**src/design/pstk_pkg.sv**
```systemverilog
// ----------------------------------------------------------------------------
// pstk_pkg
// Shared operation and status codes and the control type for the priority stack.
// ----------------------------------------------------------------------------
package pstk_pkg;

  localparam logic       MODE_PUSH = 1'b0;
  localparam logic       MODE_POP  = 1'b1;

  localparam logic [1:0] STATUS_OK        = 2'd0;
  localparam logic [1:0] STATUS_FULL_DROP = 2'd1;
  localparam logic [1:0] STATUS_POP_EMPTY = 2'd2;

  // per-transaction control broadcast to every cell
  typedef struct packed {
    logic push;   // accepted push that fits
    logic pop;    // accepted pop on a non-empty store
  } pstk_ctrl_t;

endpackage

```
**src/design/pstk_cell.sv**
```systemverilog
// ----------------------------------------------------------------------------
// pstk_cell
// One slot of the sorted chain: keeps, shifts in from a neighbor or inserts.
// ----------------------------------------------------------------------------
module pstk_cell import pstk_pkg::*; #(
  parameter int ELEM_BITS = 32,
  parameter int PRIO_BITS = 16
) (
  input  logic                 clk,
  input  pstk_ctrl_t           ctrl,
  input  logic                 occupied,
  input  logic [ELEM_BITS-1:0] new_elem,
  input  logic [PRIO_BITS-1:0] new_prio,
  input  logic                 prev_le,
  input  logic [ELEM_BITS-1:0] prev_elem,
  input  logic [PRIO_BITS-1:0] prev_prio,
  input  logic [ELEM_BITS-1:0] next_elem,
  input  logic [PRIO_BITS-1:0] next_prio,
  output logic                 le,
  output logic [ELEM_BITS-1:0] elem,
  output logic [PRIO_BITS-1:0] prio
);

  logic [ELEM_BITS-1:0] elem_next;
  logic [PRIO_BITS-1:0] prio_next;

  // new entry goes ahead of this slot (free slots count as "ahead")
  assign le = !occupied || (prio <= new_prio);

  always_comb begin
    elem_next = elem;
    prio_next = prio;
    if (ctrl.push) begin
      if (prev_le) begin
        elem_next = prev_elem;
        prio_next = prev_prio;
      end else if (le) begin
        elem_next = new_elem;
        prio_next = new_prio;
      end
    end else if (ctrl.pop) begin
      elem_next = next_elem;
      prio_next = next_prio;
    end
  end

  always_ff @(posedge clk) begin
    elem <= elem_next;
    prio <= prio_next;
  end

endmodule

```
**src/design/pstk_outbuf.sv**
```systemverilog
// ----------------------------------------------------------------------------
// pstk_outbuf
// Result register with a skid stage so a stalled receiver never drops data.
// ----------------------------------------------------------------------------
module pstk_outbuf #(
  parameter int W = 8
) (
  input  logic         clk,
  input  logic         rst,
  input  logic         load,
  input  logic [W-1:0] data,
  output logic         busy,
  output logic         out_valid,
  input  logic         out_stall,
  output logic [W-1:0] out_data
);

  logic         skid_valid;
  logic [W-1:0] skid_data;
  logic         out_fire;

  assign out_fire = out_valid && !out_stall;
  assign busy     = skid_valid;

  always_ff @(posedge clk) begin
    if (rst) begin
      out_valid  <= 1'b0;
      skid_valid <= 1'b0;
    end else if (skid_valid) begin
      if (out_fire) begin
        out_data   <= skid_data;
        skid_valid <= 1'b0;
      end
    end else if (load) begin
      if (!out_valid || out_fire) begin
        out_data  <= data;
        out_valid <= 1'b1;
      end else begin
        skid_data  <= data;
        skid_valid <= 1'b1;
      end
    end else if (out_fire) begin
      out_valid <= 1'b0;
    end
  end

endmodule

```
**src/design/priority_stack_top.sv**
```systemverilog
// ----------------------------------------------------------------------------
// priority_stack_top
// Bounded priority stack built as a chain of sorted cells.
// ----------------------------------------------------------------------------
// Usage:
//   Input channel (in_valid/in_stall) carries one transaction per item:
//   mode=push stores element with prio, mode=pop removes the head entry.
//   Entries stay sorted by descending prio; a push lands ahead of every entry
//   with lower or equal prio, so equal priorities leave newest first.
//   Output channel (out_valid/out_stall) returns one transaction per item with
//   the head entry, is_empty, count and status after that item.
//   Result: each result is registered, or held in the skid stage while the output stalls.
//   Throughput: one item per cycle while in_stall is low; every cell compares
//   against the incoming prio in parallel and shifts in the same cycle.
//   Stall: a result register plus a skid stage hold up to two results; while
//   the skid stage is occupied in_stall is high, and held results keep their
//   values until taken.
//   Reset: count returns to zero; cell contents are not cleared (slots at or
//   beyond count are never shown). No clearing pass is needed.
// ----------------------------------------------------------------------------
module priority_stack_top import pstk_pkg::*; #(
  parameter int CAPACITY  = 16,
  parameter int ELEM_BITS = 32,
  parameter int PRIO_BITS = 16
) (
  input  logic                               clk,
  input  logic                               rst,
  input  logic                               in_valid,
  output logic                               in_stall,
  input  logic                               mode,
  input  logic [ELEM_BITS-1:0]               element,
  input  logic [PRIO_BITS-1:0]               prio,
  output logic                               out_valid,
  input  logic                               out_stall,
  output logic [ELEM_BITS-1:0]               head_element,
  output logic [PRIO_BITS-1:0]               head_prio,
  output logic                               is_empty,
  output logic [$clog2(CAPACITY+1)-1:0]      count,
  output logic [1:0]                         status
);

  localparam int CW = $clog2(CAPACITY + 1);
  localparam int RW = ELEM_BITS + PRIO_BITS + 1 + CW + 2;

  logic                 accept;
  logic [CW-1:0]        used;
  logic [CW-1:0]        used_next;
  logic                 full;
  logic                 empty;
  pstk_ctrl_t           ctrl;
  logic [1:0]           status_next;
  logic                 busy;

  logic [ELEM_BITS-1:0] cell_elem [CAPACITY];
  logic [PRIO_BITS-1:0] cell_prio [CAPACITY];
  logic                 cell_le   [CAPACITY];

  // head after this transaction, taken from cell 0's next-state view
  logic [ELEM_BITS-1:0] head_elem_next;
  logic [PRIO_BITS-1:0] head_prio_next;
  logic                 empty_next;
  logic [RW-1:0]        result;
  logic [RW-1:0]        out_data;

  assign accept = in_valid && !in_stall;
  assign in_stall = busy;
  assign full   = (used == CW'(CAPACITY));
  assign empty  = (used == '0);

  assign ctrl.push = accept && (mode == MODE_PUSH) && !full;
  assign ctrl.pop  = accept && (mode == MODE_POP) && !empty;

  always_comb begin
    used_next = used;
    if (ctrl.push)     used_next = used + CW'(1);
    else if (ctrl.pop) used_next = used - CW'(1);
  end

  always_comb begin
    status_next = STATUS_OK;
    if (mode == MODE_PUSH && full)      status_next = STATUS_FULL_DROP;
    else if (mode == MODE_POP && empty) status_next = STATUS_POP_EMPTY;
  end

  always_ff @(posedge clk) begin
    if (rst) begin
      used <= '0;
    end else begin
      used <= used_next;
    end
  end

  // ---------------------------------------------------------------------------
  // cell chain: cell 0 is the head
  // ---------------------------------------------------------------------------
  for (genvar i = 0; i < CAPACITY; i++) begin : g_cell
    logic                 prev_le;
    logic [ELEM_BITS-1:0] prev_elem;
    logic [PRIO_BITS-1:0] prev_prio;
    logic [ELEM_BITS-1:0] next_elem;
    logic [PRIO_BITS-1:0] next_prio;

    if (i == 0) begin : g_first
      assign prev_le   = 1'b0;
      assign prev_elem = cell_elem[i];
      assign prev_prio = cell_prio[i];
    end else begin : g_mid
      assign prev_le   = cell_le[i-1];
      assign prev_elem = cell_elem[i-1];
      assign prev_prio = cell_prio[i-1];
    end

    if (i == CAPACITY - 1) begin : g_last
      assign next_elem = cell_elem[i];
      assign next_prio = cell_prio[i];
    end else begin : g_inner
      assign next_elem = cell_elem[i+1];
      assign next_prio = cell_prio[i+1];
    end

    pstk_cell #(
      .ELEM_BITS (ELEM_BITS),
      .PRIO_BITS (PRIO_BITS)
    ) u_cell (
      .clk       (clk),
      .ctrl      (ctrl),
      .occupied  (CW'(i) < used),
      .new_elem  (element),
      .new_prio  (prio),
      .prev_le   (prev_le),
      .prev_elem (prev_elem),
      .prev_prio (prev_prio),
      .next_elem (next_elem),
      .next_prio (next_prio),
      .le        (cell_le[i]),
      .elem      (cell_elem[i]),
      .prio      (cell_prio[i])
    );
  end

  // head after the transaction: new item if it lands at slot 0, cell 1 on pop
  always_comb begin
    head_elem_next = cell_elem[0];
    head_prio_next = cell_prio[0];
    if (ctrl.push && cell_le[0]) begin
      head_elem_next = element;
      head_prio_next = prio;
    end else if (ctrl.pop) begin
      head_elem_next = cell_elem[1];
      head_prio_next = cell_prio[1];
    end
  end

  assign empty_next = (used_next == '0);

  assign result = {
    empty_next ? '0 : head_elem_next,
    empty_next ? '0 : head_prio_next,
    empty_next,
    used_next,
    status_next
  };

  pstk_outbuf #(
    .W (RW)
  ) u_outbuf (
    .clk       (clk),
    .rst       (rst),
    .load      (accept),
    .data      (result),
    .busy      (busy),
    .out_valid (out_valid),
    .out_stall (out_stall),
    .out_data  (out_data)
  );

  assign {head_element, head_prio, is_empty, count, status} = out_data;

  // ---------------------------------------------------------------------------
  // assertions
  // ---------------------------------------------------------------------------
  a_used_bound: assert property (@(posedge clk) disable iff (rst)
    used <= CW'(CAPACITY))
    else $error("entry count above capacity");

  a_push_grows: assert property (@(posedge clk) disable iff (rst)
    ctrl.push |=> used == $past(used) + CW'(1))
    else $error("accepted push did not grow the store");

  a_pop_shrinks: assert property (@(posedge clk) disable iff (rst)
    ctrl.pop |=> used == $past(used) - CW'(1))
    else $error("accepted pop did not shrink the store");

  a_head_sorted: assert property (@(posedge clk) disable iff (rst)
    (used >= CW'(2)) |-> (cell_prio[0] >= cell_prio[1]))
    else $error("head entry out of priority order");

  a_drop_only_full: assert property (@(posedge clk) disable iff (rst)
    (accept && status_next == STATUS_FULL_DROP) |-> (full && !ctrl.push))
    else $error("push dropped on a store that was not full");

endmodule

```
**config.mk**
```make
export PLATFORM = sky130hd
export DESIGN_NAME = priority_stack_top
export DESIGN_NICKNAME = d
export VERILOG_FILES = /design/src/design/pstk_pkg.sv /design/src/design/pstk_cell.sv /design/src/design/pstk_outbuf.sv /design/src/design/priority_stack_top.sv
export SDC_FILE = /design/constraint.sdc
export NUM_CORES = 2
export LEC_CHECK = 0
export ABC_CLOCK_PERIOD_IN_PS = 9300
export BUFFER_PORTS_ARGS = -buffer_cell sky130_fd_sc_hd__buf_4
export CORE_UTILIZATION = 40
export CTS_CLUSTER_SIZE = 28
export DETAILED_ROUTE_END_ITERATION = 10
export GPL_TIMING_DRIVEN = 0
export HOLD_SLACK_MARGIN = 0.03
export MAX_ROUTING_LAYER = met4
export SLEW_MARGIN = 10
export SYNTH_ARGS = -nofsm -noshare
export SYNTH_HDL_FRONTEND = slang
export SYNTH_HIERARCHICAL = 1
export SYNTH_SLANG_ARGS = --single-unit
export TNS_END_PERCENT = 50
```
**constraint.sdc**
```tcl
create_clock -name clk -period 9.3 [get_ports clk]
set_input_delay 0 -clock clk [delete_from_list [all_inputs] [get_ports clk]]
set_output_delay 0 -clock clk [all_outputs]
set_load 0.05 [all_outputs]
```
Word-level counts from Yosys, hierarchy flattened
Index checks and enable logic that the tools add are counted.

word-level totals
  logic and storage cells = 306
  output and inout bits = 58
  flip-flop bits (word level) = 887
  bits of input ports = 53

operators by class
  muxes and demuxes = 141
  bitwise gates (word level) = 4
  $add $sub $neg = 2
  reductions and logical operators = 72
  equal/unequal tests = 18
  order comparisons = 32

operators with widths
  operator                                                              count
  32-bit two-way mux                                                    63
  16-bit two-way mux                                                    63
  16-bit less-or-equal comparator                                       16
  56-bit two-way mux                                                    4
  3-bit by 1-bit != test with 1-bit output (second input constant)      14
  4-bit by 5-bit < comparator with 1-bit output (first input constant)  8
  2-bit AND reduction                                                   15
  1-bit logical NOT                                                     21
  3-bit by 5-bit < comparator with 1-bit output (first input constant)  4
  1-bit logical OR                                                      17
  5-bit logical NOT                                                     2
  1-bit by 5-bit < comparator with 1-bit output (first input constant)  2
  2-bit by 5-bit < comparator with 1-bit output (first input constant)  2
  5-bit two-way mux                                                     2
  2-bit nonzero test                                                    5
  1-bit logical AND                                                     9
  4-bit AND reduction                                                   2
  1-bit two-way mux                                                     7
  5-bit by 1-bit adder with 5-bit output (second input constant)        1
  5-bit equality test (second input constant)                           1
  5-bit by 1-bit subtractor with 5-bit output (second input constant)   1
  2-bit two-way mux                                                     2
  2-bit by 1-bit != test with 1-bit output (second input constant)      2
  1-bit inverter                                                        4
  2 further kinds                                                       2

Depth between registers and ports, before layout
  depth after elaboration = 11
  mapped depth = 13
  mapped depth without buffers = 10

By module
The synthesis kept the hierarchy.

modules (own cells, without submodules)
  module                            instances  cells an instance  sequential area each (µm²)  area each (µm²)
  pstk_cell (g_cell[0].u_cell ...)  10         268                1,441.4                     2,874.0
  pstk_cell (g_cell[4].u_cell ...)  6          270                1,441.4                     2,884.0
  pstk_outbuf                       1          187                3,403.3                     4,196.5
  priority_stack_top                1          264                100.1                       2,155.8

Worst setup path after synthesis
OpenSTA, ideal clock, no wires.

  path kind = register to register
  start = register u_outbuf.skid_valid, in the netlist u_outbuf/busy
  end = register u_outbuf.skid_data[0], enable pin
  setup time = 0.539 ns
  cell stages (with the launch flop) = 5
  clock period less this slack = 5.433 ns
  arrival = 4.894 ns
  slack = 3.867 ns
  data required time = 8.761 ns
  buffers on the path = 0
  cell sequence = dfxtp_1 nand2b_1 inv_1 nand2b_4 nor3_1

between the ends
  longest elaborated chain between the ends = 3
  elaborated cells between the ends (all ways) = 4
  classes of those cells = 1 x bitwise; 3 x reduce/logical

RTL lines
  what                           line                      source
  start: declaration             pstk_outbuf.sv:18         logic skid_valid;
  start signal: assignment       pstk_outbuf.sv:28         skid_valid <= 1'b0;
  start signal: assignment       pstk_outbuf.sv:32         skid_valid <= 1'b0;
  start signal: assignment       pstk_outbuf.sv:40         skid_valid <= 1'b1;
  1-bit logical NOT              priority_stack_top.sv:65  assign accept = in_valid && !in_stall;
  1-bit logical AND              priority_stack_top.sv:65
  named net accept               priority_stack_top.sv:45  logic accept;
  4-bit AND reduction (no line)  --
  end signal: assignment         pstk_outbuf.sv:39         skid_data <= data;
  end: declaration               pstk_outbuf.sv:19         logic [W-1:0] skid_data;

The timed path passes the listed nets, and every way through them passes these cells.
A chain may end at the register's enable or synchronous reset.

==> results.sh <==
export IMPL_cts_tree="built"
export IMPL_slew_violations=0
export IMPL_rsz0062_at_grt="false"
export IMPL_dr_total_vias=35270
export IMPL_synth_seq_cells=887
export IMPL_path_cells="buf_2, buf_1, nor2_1, inv_1, nor2_1, inv_1, o21ai_0, a31o_1, clkbuf_1, buf_4, and4b_4, a21oi_4, buf_12"
export IMPL_start_util_pct=40.4
export IMPL_first_global_vias=35626
export IMPL_finalSetupViolCount=0
export IMPL_ys_async_sr_fraction_pct=0
export IMPL_grt_overflow=0
export IMPL_num_rows=132
export IMPL_wl_um=130000
export IMPL_dieArea_mm2=0.132
export IMPL_crit_family="buffers and inverters"
export IMPL_clock_fmax_ghz=0.218
export IMPL_fillerInstances=12266
export IMPL_r2r_end="g_cell[4].u_cell/elem[13]"
export IMPL_syn_nets=5064
export IMPL_min_path_type="in2reg"
export IMPL_critical_path_max_stage_delay_ns=0.56
export IMPL_dp_hpwl_um=104000
export IMPL_worstReg2RegStart="used[4]"
export IMPL_fin_skew_ns=0.0176
export IMPL_final_util_pct=45.8
export IMPL_die_x_um=364
export IMPL_root_buffer="clkbuf_16"
export IMPL_synth_area_per_cell_um2=11.0
export IMPL_rr_worst_depth=13
export IMPL_detail_route_antenna_nets=0
export IMPL_drt_pass1_iter_count=6
export IMPL_min_to="used[4]"
export IMPL_grt_usage_pct=20.0
export IMPL_syn_area_mm2=0.0524
export IMPL_seq_area_frac_synth_pct=50.7
export IMPL_cp_num_buf_inv=7
export IMPL_tns_ns=0
export IMPL_stdcell_count=6859
export IMPL_syn_to_final_growth_pct=13.4
export IMPL_grt_max_degree=37
export IMPL_io_pins=111
export IMPL_worstHoldPathCells=3
export IMPL_status="complete, no violations"
export IMPL_maxCapViolCount=0
export IMPL_start_kind="flop"
export IMPL_cts_buffers=99
export IMPL_worstPathRequired_ns=9.68
export IMPL_hold_start="rst"
export IMPL_vias_per_cell=5.14
export IMPL_drtIter0Drc=2316
export IMPL_cp_arrival_ns=4.97
export IMPL_rrSetupSlack_ns=4.71
export IMPL_dp_cells=6628
export IMPL_clockBufferDepth=3
export IMPL_ir_worst_vdd_mv=0.133
export IMPL_crit_path_end_kind="flop"
export IMPL_ys_warn_count=6
export IMPL_synth_cell_types=68
export IMPL_synth_main_ff_cell="edfxtp_1"
export IMPL_antenna_found_initial=2
export IMPL_synth_edf_count=880
export IMPL_slew_limit_headroom_pct=37.3
export IMPL_clock_latency_ns=0.68
export IMPL_crit_type="reg2reg"
export IMPL_htree_levels=3
export IMPL_dieHeight_um=364
export IMPL_fin_nets=5353
export IMPL_clock_sinks=887
export IMPL_power_density_mw_per_mm2=220
export IMPL_period_share_pct=49.3
export IMPL_grt_pass1_wl_um=204000
export IMPL_place_gp_congestion=0.898
export IMPL_cp_slowest_cell="a21oi_4"
export IMPL_hold_viol_final=0
export IMPL_remaining_drc_errors=0
export IMPL_tightest_slew_ns=0.939
export IMPL_worstPathMaxFanout=30
export IMPL_core_area_mm2=0.130
export IMPL_power_leakage_nw=27.2
export IMPL_clk_pin_slew_worst_paths_ns=0.06
export IMPL_syn_inst=4751
export IMPL_period_minus_slack_ns=4.59
export IMPL_wl_per_cell_um=19.0
export IMPL_io_buffers=110
export IMPL_drive_above_1_share_pct=12.0
[Yosys cell counts, types with 7 or more instances]
cell	number	share of area [%]
o21ai_0	35	0.33
o22a_1	10	0.17
nor2_1	806	5.8
or4_4	10	0.21
buf_4	10	0.14
buf_1	19	0.14
nor2b_1	19	0.23
dfxtp_1	7	0.27
or2b_2	10	0.17
edfxtp_1	880	50
inv_1	262	1.9
a2111oi_0	10	0.17
a21o_1	28	0.40
nand4_1	33	0.39
ha_1	260	6.2
a31o_1	10	0.17
nand2_1	78	0.56
nand3_1	8	0.076
buf_6	18	0.39
and2b_2	10	0.17
mux2_2	103	2.2
buf_2	85	0.81
a21oi_2	16	0.27
nor3_1	25	0.24
nand4_2	11	0.26
clkbuf_8	25	0.66
o211ai_1	11	0.16
mux2i_1	817	16
a21oi_1	890	8.5
a21o_2	10	0.17
clkbuf_1	147	1.1
[worst max path at each step]
stage / startpoint / endpoint / cells past startpoint / slack, ns
2_1_floorplan: u_outbuf/busy / u_outbuf/skid_data[0] / 4 / 3.87
3_3_place_gp: u_outbuf/busy / u_outbuf/skid_data[35] / 4 / 2.29
3_5_place_dp: used[4] / g_cell[4].u_cell/elem[13] / 13 / 4.92
4_1_cts: used[4] / g_cell[15].u_cell/elem[12] / 11 / 4.91
5_1_grt: used[4] / g_cell[4].u_cell/elem[0] / 13 / 4.62
6_report: used[4] / g_cell[4].u_cell/elem[13] / 13 / 4.71
[per-layer routing]
| layer | global-route usage, % | vias up | routed length [um] |
|---|---|---|---|
| li1 | - | 17891 | - |
| met1 | 27.6 | 16389 | 62200 |
| met2 | 31.4 | 811 | 59300 |
| met3 | 2.09 | 179 | 5650 |
| met4 | 5.26 | 0 | 3040 |
| met5 | - | - | 0 |
[layout make-up]
cell class	count	area (um^2)	area share, %
tap	1742	2180	3.67
buffer	306	1700	2.86
sequential	887	26600	44.7
inverter	262	983	1.65
clock inverter	58	433	0.728
clock buffer	118	2560	4.31
antenna	2	5.00	0.00842
multi-input combinational	3296	23200	39.1
timing repair buffer	188	1770	2.99
[where the power goes]
part	internal (mW)	leakage, nW	switching (mW)
logic	1.43	17.4	2.10
registers	5.40	8.29	0.474
clock network	2.09	1.47	1.60
[cells by family (layout without fill, tap and decap cells)]
logic type	after synthesis	in the layout	synth area share (%)
and+or+nand+nor	1060	1060	9.25
AOI/OAI and AO/OA	1050	1050	10.8
muxes	921	921	17.8
DFF	887	887	50.7
buffers and inverters	568	932	5.12
adders and majority gates	260	260	6.21
xor gates and xnor gates	4	4	0.0669
other	1	3	0.00716
[tightest hold or removal path, cell delays in order]
cell	delay, ns
dlygate4sd3_1	0.53
buf_4	0.20
nor2b_1	0.06
[cells in the final DEF (no fill, tap or decap), types with 28 or more instances in the layout]
cell type	count
clkbuf_16	99
inv_1	262
mux2i_1	817
o21ai_0	35
nand2_1	78
clkbuf_1	165
edfxtp_1	880
ha_1	260
dlygate4sd3_1	53
nor2_1	806
a21oi_1	890
buf_4	126
a21o_1	28
nand4_1	33
buf_2	85
mux2_2	103
[state kept, by name (all words and copies together), names as in the netlist]
register and cells:
g_cell.u_cell/elem 512, g_cell.u_cell/prio 256, u_outbuf/out_data 56, u_outbuf/skid_data 56
used 5, u_outbuf/busy 1, u_outbuf/out_valid 1
[metrics by stage]
step | power, mW | worst slack [ns] | cell area [um^2] | hold slack, ns
global placement | 9.30 | 2.29 | 55400 | 0.278
floorplan | 8.36 | 3.87 | 52400 | 0.0691
global route | 13.8 | 4.62 | 59400 | 0.170
detailed placement | 9.45 | 4.92 | 55900 | 0.297
finish | 13.1 | 4.71 | 59400 | 0.158
CTS | 13.2 | 4.91 | 59400 | 0.105
[timing repair]
action,in CTS,in global routing
setup buffers,0,0
resized for setup,0,0
endpoints found under the hold margin,886,0
hold buffers,53,0
No activity file was read; power rests on OpenSTA's default activity.
